[src/hdl/tcw_pkg.sv]
`timescale 1ns / 1ps
// ----------------------------------------------------------------------------
// tcw_pkg
// Shared types and constants of the text console writer.
// ----------------------------------------------------------------------------
package tcw_pkg;

    // Default screen geometry
    localparam int DEF_COLUMNS = 80;
    localparam int DEF_ROWS    = 25;

    // Field widths
    localparam int ACTION_W    = 2;
    localparam int CHAR_W      = 8;
    localparam int COLOR_W     = 4;
    localparam int ROW_FIELD_W = 5;
    localparam int COL_FIELD_W = 7;
    localparam int CELL_W      = 16;

    // Action codes
    localparam logic [ACTION_W-1:0] ACT_PRINT = 2'd0;
    localparam logic [ACTION_W-1:0] ACT_CLEAR = 2'd1;
    localparam logic [ACTION_W-1:0] ACT_READ  = 2'd2;

    localparam logic [CHAR_W-1:0] NEWLINE_CHAR = 8'h0A;
    localparam logic [CELL_W-1:0] BLANK_CELL   = 16'h0020;

    typedef enum logic [2:0] {
        ST_INIT,
        ST_IDLE,
        ST_SCROLL,
        ST_BLANK,
        ST_EMIT
    } tcw_state_t;

    // Finished result handed from the controller to the output register
    typedef struct packed {
        logic                   valid;
        logic [CELL_W-1:0]      cell_value;
        logic [ROW_FIELD_W-1:0] cursor_row;
        logic [COL_FIELD_W-1:0] cursor_column;
        logic                   scrolled;
    } tcw_result_t;

endpackage

[src/hdl/tcw_ctrl.sv]
`timescale 1ns / 1ps
// ----------------------------------------------------------------------------
// tcw_ctrl
// Cursor, command decode and sweep sequencer for clear, scroll and reset fill.
// ----------------------------------------------------------------------------
module tcw_ctrl #(
    parameter int COLUMNS = tcw_pkg::DEF_COLUMNS,
    parameter int ROWS    = tcw_pkg::DEF_ROWS,
    parameter int ADDR_W  = $clog2(tcw_pkg::DEF_COLUMNS * tcw_pkg::DEF_ROWS)
) (
    input  logic                            aclk,
    input  logic                            aresetn,
    input  logic                            in_valid,
    output logic                            in_ready,
    input  logic [tcw_pkg::ACTION_W-1:0]    in_action,
    input  logic [tcw_pkg::CHAR_W-1:0]      in_character,
    input  logic [tcw_pkg::COLOR_W-1:0]     in_fg_color,
    input  logic [tcw_pkg::COLOR_W-1:0]     in_bg_color,
    input  logic [tcw_pkg::ROW_FIELD_W-1:0] in_read_row,
    input  logic [tcw_pkg::COL_FIELD_W-1:0] in_read_column,
    input  logic                            out_free,
    output tcw_pkg::tcw_result_t            result,
    output logic                            ram_wr_en,
    output logic [ADDR_W-1:0]               ram_wr_addr,
    output logic [tcw_pkg::CELL_W-1:0]      ram_wr_data,
    output logic                            ram_rd_en,
    output logic [ADDR_W-1:0]               ram_rd_addr,
    input  logic [tcw_pkg::CELL_W-1:0]      ram_rd_data
);

    localparam int CELL_COUNT = COLUMNS * ROWS;
    localparam int ROW_W      = $clog2(ROWS);
    localparam int COL_W      = $clog2(COLUMNS);

    localparam logic [ADDR_W-1:0] LAST_ADDR  = ADDR_W'(CELL_COUNT - 1);
    localparam logic [ADDR_W-1:0] ROW_STRIDE = ADDR_W'(COLUMNS);
    localparam logic [ADDR_W-1:0] BOTTOM_ROW = ADDR_W'(CELL_COUNT - COLUMNS);

    tcw_pkg::tcw_state_t state_reg, state_next;

    logic [ROW_W-1:0]  cursor_row_reg, cursor_row_next;
    logic [COL_W-1:0]  cursor_col_reg, cursor_col_next;
    logic [ADDR_W-1:0] sweep_reg, sweep_next;
    logic              copy_valid_reg, copy_valid_next;
    logic [ADDR_W-1:0] copy_addr_reg, copy_addr_next;
    logic              read_hit_reg, read_hit_next;
    logic              scrolled_reg, scrolled_next;

    logic              accept;
    logic              is_newline;
    logic [ROW_W:0]    row_step;
    logic [COL_W:0]    col_step;
    logic              scroll_hit;
    logic              sweep_last;
    logic              read_in_range;
    logic [ADDR_W-1:0] cursor_addr;
    logic [ADDR_W-1:0] read_addr;
    logic [31:0]       row_wide;
    logic [31:0]       col_wide;

    assign accept     = in_valid && (state_reg == tcw_pkg::ST_IDLE);
    assign in_ready   = (state_reg == tcw_pkg::ST_IDLE);
    assign is_newline = (in_character == tcw_pkg::NEWLINE_CHAR);
    assign sweep_last = (sweep_reg == LAST_ADDR);

    assign cursor_addr = ADDR_W'(cursor_row_reg) * ROW_STRIDE + ADDR_W'(cursor_col_reg);
    assign read_addr   = ADDR_W'(in_read_row) * ROW_STRIDE + ADDR_W'(in_read_column);
    assign read_in_range = (32'(in_read_row) < ROWS) && (32'(in_read_column) < COLUMNS);

    // Cursor advance for a print item, before the scroll check
    always_comb begin
        if (is_newline) begin
            row_step = {1'b0, cursor_row_reg} + (ROW_W+1)'(1);
            col_step = '0;
        end else begin
            row_step = {1'b0, cursor_row_reg};
            col_step = {1'b0, cursor_col_reg} + (COL_W+1)'(1);
        end
        if (col_step >= (COL_W+1)'(COLUMNS)) begin
            col_step = '0;
            row_step = row_step + (ROW_W+1)'(1);
        end
        scroll_hit = (row_step >= (ROW_W+1)'(ROWS));
    end

    // Next state
    always_comb begin
        state_next = state_reg;
        case (state_reg)
            tcw_pkg::ST_INIT: begin
                if (sweep_last) state_next = tcw_pkg::ST_IDLE;
            end
            tcw_pkg::ST_IDLE: begin
                if (accept) begin
                    if (in_action == tcw_pkg::ACT_PRINT && scroll_hit) begin
                        state_next = tcw_pkg::ST_SCROLL;
                    end else if (in_action == tcw_pkg::ACT_CLEAR) begin
                        state_next = tcw_pkg::ST_BLANK;
                    end else begin
                        state_next = tcw_pkg::ST_EMIT;
                    end
                end
            end
            tcw_pkg::ST_SCROLL: begin
                if (sweep_last) state_next = tcw_pkg::ST_BLANK;
            end
            tcw_pkg::ST_BLANK: begin
                if (!copy_valid_reg && sweep_last) state_next = tcw_pkg::ST_EMIT;
            end
            tcw_pkg::ST_EMIT: begin
                if (out_free) state_next = tcw_pkg::ST_IDLE;
            end
            default: state_next = tcw_pkg::ST_INIT;
        endcase
    end

    // Datapath and memory control
    always_comb begin
        cursor_row_next = cursor_row_reg;
        cursor_col_next = cursor_col_reg;
        sweep_next      = sweep_reg;
        copy_valid_next = 1'b0;
        copy_addr_next  = copy_addr_reg;
        read_hit_next   = read_hit_reg;
        scrolled_next   = scrolled_reg;
        ram_wr_en       = 1'b0;
        ram_wr_addr     = sweep_reg;
        ram_wr_data     = tcw_pkg::BLANK_CELL;
        ram_rd_en       = 1'b0;
        ram_rd_addr     = read_addr;

        case (state_reg)
            tcw_pkg::ST_INIT: begin
                ram_wr_en  = 1'b1;
                sweep_next = sweep_last ? '0 : sweep_reg + ADDR_W'(1);
            end
            tcw_pkg::ST_IDLE: begin
                if (accept) begin
                    read_hit_next = 1'b0;
                    scrolled_next = 1'b0;
                    case (in_action)
                        tcw_pkg::ACT_PRINT: begin
                            if (!is_newline) begin
                                ram_wr_en   = 1'b1;
                                ram_wr_addr = cursor_addr;
                                ram_wr_data = {in_bg_color, in_fg_color, in_character};
                            end
                            if (scroll_hit) begin
                                cursor_row_next = ROW_W'(ROWS - 1);
                                cursor_col_next = '0;
                                scrolled_next   = 1'b1;
                                sweep_next      = ROW_STRIDE;
                            end else begin
                                cursor_row_next = row_step[ROW_W-1:0];
                                cursor_col_next = col_step[COL_W-1:0];
                            end
                        end
                        tcw_pkg::ACT_CLEAR: begin
                            cursor_row_next = '0;
                            cursor_col_next = '0;
                            sweep_next      = '0;
                        end
                        tcw_pkg::ACT_READ: begin
                            ram_rd_en     = 1'b1;
                            read_hit_next = read_in_range;
                        end
                        default: begin
                        end
                    endcase
                end
            end
            tcw_pkg::ST_SCROLL: begin
                // Read one row below, write it back in the next cycle
                ram_rd_en       = 1'b1;
                ram_rd_addr     = sweep_reg;
                copy_valid_next = 1'b1;
                copy_addr_next  = sweep_reg - ROW_STRIDE;
                sweep_next      = sweep_last ? BOTTOM_ROW : sweep_reg + ADDR_W'(1);
                if (copy_valid_reg) begin
                    ram_wr_en   = 1'b1;
                    ram_wr_addr = copy_addr_reg;
                    ram_wr_data = ram_rd_data;
                end
            end
            tcw_pkg::ST_BLANK: begin
                ram_wr_en = 1'b1;
                if (copy_valid_reg) begin
                    // Finish the last copy before blanking starts
                    ram_wr_addr = copy_addr_reg;
                    ram_wr_data = ram_rd_data;
                end else begin
                    sweep_next = sweep_last ? '0 : sweep_reg + ADDR_W'(1);
                end
            end
            tcw_pkg::ST_EMIT: begin
            end
            default: begin
            end
        endcase
    end

    assign row_wide = 32'(cursor_row_reg);
    assign col_wide = 32'(cursor_col_reg);

    always_comb begin
        result.valid         = (state_reg == tcw_pkg::ST_EMIT) && out_free;
        result.cell_value    = read_hit_reg ? ram_rd_data : '0;
        result.cursor_row    = row_wide[tcw_pkg::ROW_FIELD_W-1:0];
        result.cursor_column = col_wide[tcw_pkg::COL_FIELD_W-1:0];
        result.scrolled      = scrolled_reg;
    end

    always_ff @(posedge aclk) begin
        if (!aresetn) begin
            state_reg      <= tcw_pkg::ST_INIT;
            cursor_row_reg <= '0;
            cursor_col_reg <= '0;
            sweep_reg      <= '0;
            copy_valid_reg <= 1'b0;
            read_hit_reg   <= 1'b0;
            scrolled_reg   <= 1'b0;
        end else begin
            state_reg      <= state_next;
            cursor_row_reg <= cursor_row_next;
            cursor_col_reg <= cursor_col_next;
            sweep_reg      <= sweep_next;
            copy_valid_reg <= copy_valid_next;
            read_hit_reg   <= read_hit_next;
            scrolled_reg   <= scrolled_next;
        end
    end

    always_ff @(posedge aclk) begin
        copy_addr_reg <= copy_addr_next;
    end

endmodule
[config.mk]
export PLATFORM = sky130hd
export DESIGN_NAME = tcw_ctrl
export DESIGN_NICKNAME = d
export VERILOG_FILES = /design/src/hdl/tcw_pkg.sv /design/src/hdl/tcw_ctrl.sv
export SDC_FILE = /design/constraint.sdc
export NUM_CORES = 1
export LEC_CHECK = 0
export ABC_AREA = 1
export BUFFER_PORTS_ARGS = -buffer_cell sky130_fd_sc_hd__buf_4
export CAP_MARGIN = 5
export CORE_MARGIN = 10
export CORE_UTILIZATION = 53
export DETAILED_ROUTE_END_ITERATION = 10
export GPL_TIMING_DRIVEN = 0
export MAX_ROUTING_LAYER = met4
export PLACE_DENSITY = 0.78
export SYNTH_ARGS = -nofsm -noshare
export SYNTH_HDL_FRONTEND = slang
export SYNTH_SLANG_ARGS = --single-unit
[constraint.sdc]
create_clock -name aclk -period 2.87 [get_ports aclk]
set_input_delay 0.287 -clock aclk [delete_from_list [all_inputs] [get_ports aclk]]
set_output_delay 0.287 -clock aclk [all_outputs]
set_load 0.03 [all_outputs]
==> impl_metrics.json <==
{
  "setup_tns_ns": -0.00676,
  "synth-xor-area-share_pct": 5.40,
  "synth_area_leaders": "dfxtp_1, nand2_1, edfxtp_1",
  "setup.worst_path.end_class": "output pin",
  "wl_mm": 13.7,
  "cp_slowest_cell": "fa_1",
  "maxCapViolCount": 0,
  "rr_startpoint": "cursor_row_reg[0]",
  "cts.sinks": 40,
  "synth-simple-area-share_pct": 30.8,
  "die_h_um": 106,
  "via_count": 4357,
  "detail_route.iter0.violations": 277,
  "grt_antenna_before_repair": 0,
  "drc_errors": 0,
  "cp_num_buf_inv": 2,
  "worstReg2RegEnd": "cursor_row_reg[2]",
  "yosys.cell_count.top_type": "nand2_1",
  "synth_enable_flop_cells": 11,
  "place_area_mm2": 0.00492,
  "final_nets": 781,
  "synthesis.instances": 568,
  "numCtsBuffers": 5,
  "grt_pass1_vias": 4340,
  "synth_top_cell_area_share_pct": 14.9,
  "cp.required_ns": 2.58,
  "place_congestion": 0.918,
  "rows": 31,
  "fin_skew_ns": 0.00583,
  "cts_tree": "yes",
  "finalMaxSlewViolations": 0,
  "dieWidth_um": 106,
  "violations": "negative setup slack",
  "finalCritPeriodShare_pct": 100,
  "syn_nets": 646,
  "synth_top_family_by_area": "simple AND/OR/NAND/NOR gates",
  "setup_viol": 1,
  "synth_compound_area_share_pct": 19.1,
  "dieArea_mm2": 0.0112,
  "yosys.area.top_type": "dfxtp_1",
  "dpl.hpwl_mm": 11.0,
  "critPathKind": "register to output pin",
  "cts.htree.levels": 2,
  "dr.pass1.iters": 4,
  "crit_family": "adder cells",
  "worstHoldStart": "aresetn",
  "synth_cell_types": 43,
  "ys_seq_area_share_pct": 23.4,
  "hold_depth": 3,
  "synth_ff_type": "dfxtp_1",
  "ys_ff_latch": 40,
  "tightestPinTransition_ns": 0.632,
  "wire_per_inst_um": 17.1,
  "ioPinCount": 121,
  "layout-drive-gt1-share_pct": 30.3,
  "drtAntennaViolNets": 0,
  "clockRootBuffer": "clkbuf_8",
  "min_path_type": "primary input to register",
  "initial_core_util_pct": 54.0,
  "min_period_ns": 2.88,
  "cts_hold_buf": 0,
  "insertion_delay_ns": 0.31,
  "via_per_inst": 5.43,
  "rsz0062_at_grt": "true",
  "async_flop_share_pct": 0,
  "timing.reg2reg.setup_slack_ns": 0.32,
  "path_cells": "ha_4, ha_4, inv_2, fa_1, or2_4, nor2_4, xor2_1, nand2_1, a21oi_2, o21ai_2, buf_6",
  "synth_common_cells": "nand2_1, inv_1, nor2_1, o21ai_0, a21oi_1",
  "cp_max_fo": 2,
  "syn2layout_area_growth_pct": 33.5,
  "finalHoldViolations": 0,
  "cts_buffer_depth": 2,
  "final_core_util_pct": 72.1,
  "diodes": 0,
  "portBuffers": 120,
  "grt_max_degree": 21,
  "max_freq_ghz": 0.348,
  "yosys_warnings": 0,
  "startpoint_type": "register",
  "ir_drop_mv": 0.411,
  "fin_area_mm2": 0.00520,
  "gr-total-overflow": 0,
  "syn-cell-area_mm2": 0.00389,
  "crit_path_start": "cursor_row_reg[3]",
  "coreArea_mm2": 0.00721,
  "synthMuxAreaShare_pct": 0,
  "worstHoldEndpoint": "sweep_reg[6]",
  "max_slew_margin_pct": 57.8,
  "critPathMaxStageDelay_ns": 0.48,
  "grt_util_all_layers_pct": 24.2,
  "rr_worst_depth": 16,
  "syn_area_per_cell_um2": 6.86,
  "worstPathArrival_ns": 2.59,
  "yosys.area_share.adder_pct": 9.77,
  "run_status": "finished with violations",
  "leakage_uw": 0.00250,
  "grt_pass1_wl_mm": 21.9,
  "worst_slack_ns": -0.00676,
  "crit_top_cell": "ha_4",
  "p_per_area_mw_per_mm2": 473,
  "clkTransAtPathRegs_ns": 0.09
}
==> where the power goes <==
group          total [uW]  internal, uW  switching, uW
logic                1160           426            733
clock network         573           348            225
registers             729           661           68.2
==> layer usage <==
metal	part of all wire (%)	GRT usage (%)	up-vias
met5	0	-	-
met3	4.0	4.32	24
met4	2.0	6.77	0
li1	-	-	2159
met1	43	28.6	2061
met2	51	41.3	113
==> per-stage QoR <==
stage	hold WS [ns]	power, uW	setup WS (ns)	cells
2_1_floorplan	0.425	1470	0.0418	568
4_1_cts	0.308	2440	-0.0352	801
5_1_grt	0.310	2580	-0.103	803
3_5_place_dp	0.494	1870	-0.0520	787
3_3_place_gp	0.479	1850	-0.0149	787
6_report	0.302	2460	-0.00676	803
==> cell usage in the layout, fill, tap and decap left out, types with 7 or more instances in the layout <==
cell type and count:
buf_4 130, nand2_1 111, inv_1 80, nor2_1 44
o21ai_0 39, a21oi_1 34, nand3_1 29, dfxtp_1 24
ha_1 20, xor2_1 18, nand2_2 15, nor3_1 12
edfxtp_1 11, o21ai_1 9, nor2_4 8, a22o_1 8
inv_2 8, clkbuf_1 7
==> area by class of cell <==
class	instances	area, um2
sequential	40	925
inverter	88	330
multi-input combinational	421	2600
clock inverter	2	60.1
clock buffer	6	72.6
buffer	19	120
tap	99	124
fill	665	2020
timing repair buffer	128	965
==> worst max path at each step <==
stage,end,cells past startpoint
3_5_place_dp,ram_wr_addr[2],12
5_1_grt,ram_wr_addr[10],11
3_3_place_gp,ram_wr_addr[2],12
6_report,ram_wr_addr[10],11
4_1_cts,ram_wr_addr[10],11
2_1_floorplan,ram_wr_addr[10],10
==> worst reg2reg max path, stage by stage, from the launching register on <==
cell	delay, ns
dfxtp_4	0.37
buf_4	0.16
ha_1	0.33
nor2_4	0.13
nor2_4	0.06
ha_1	0.24
inv_1	0.07
nand2_1	0.05
nand2_1	0.05
nand2_1	0.06
nand2_1	0.07
nand3_2	0.07
nand3_2	0.10
nand4_2	0.11
nor2_1	0.28
nand3_1	0.15
a21oi_1	0.16
==> logic make-up after synthesis <==
| kind of cell | count (synthesis) |
|---|---|
| xor+xnor | 24 |
| flops | 40 |
| fa+ha+maj | 28 |
| compound gates | 123 |
| simple gates | 246 |
| buf+inv | 107 |
==> what timing repair did <==
item | CTS | global route
buffers inserted | 6 | 2
gates resized for setup | 16 | 11
setup endpoints to repair | 29 | 30
pin swaps | 8 | 4
No activity file was read; power rests on OpenSTA's default activity.
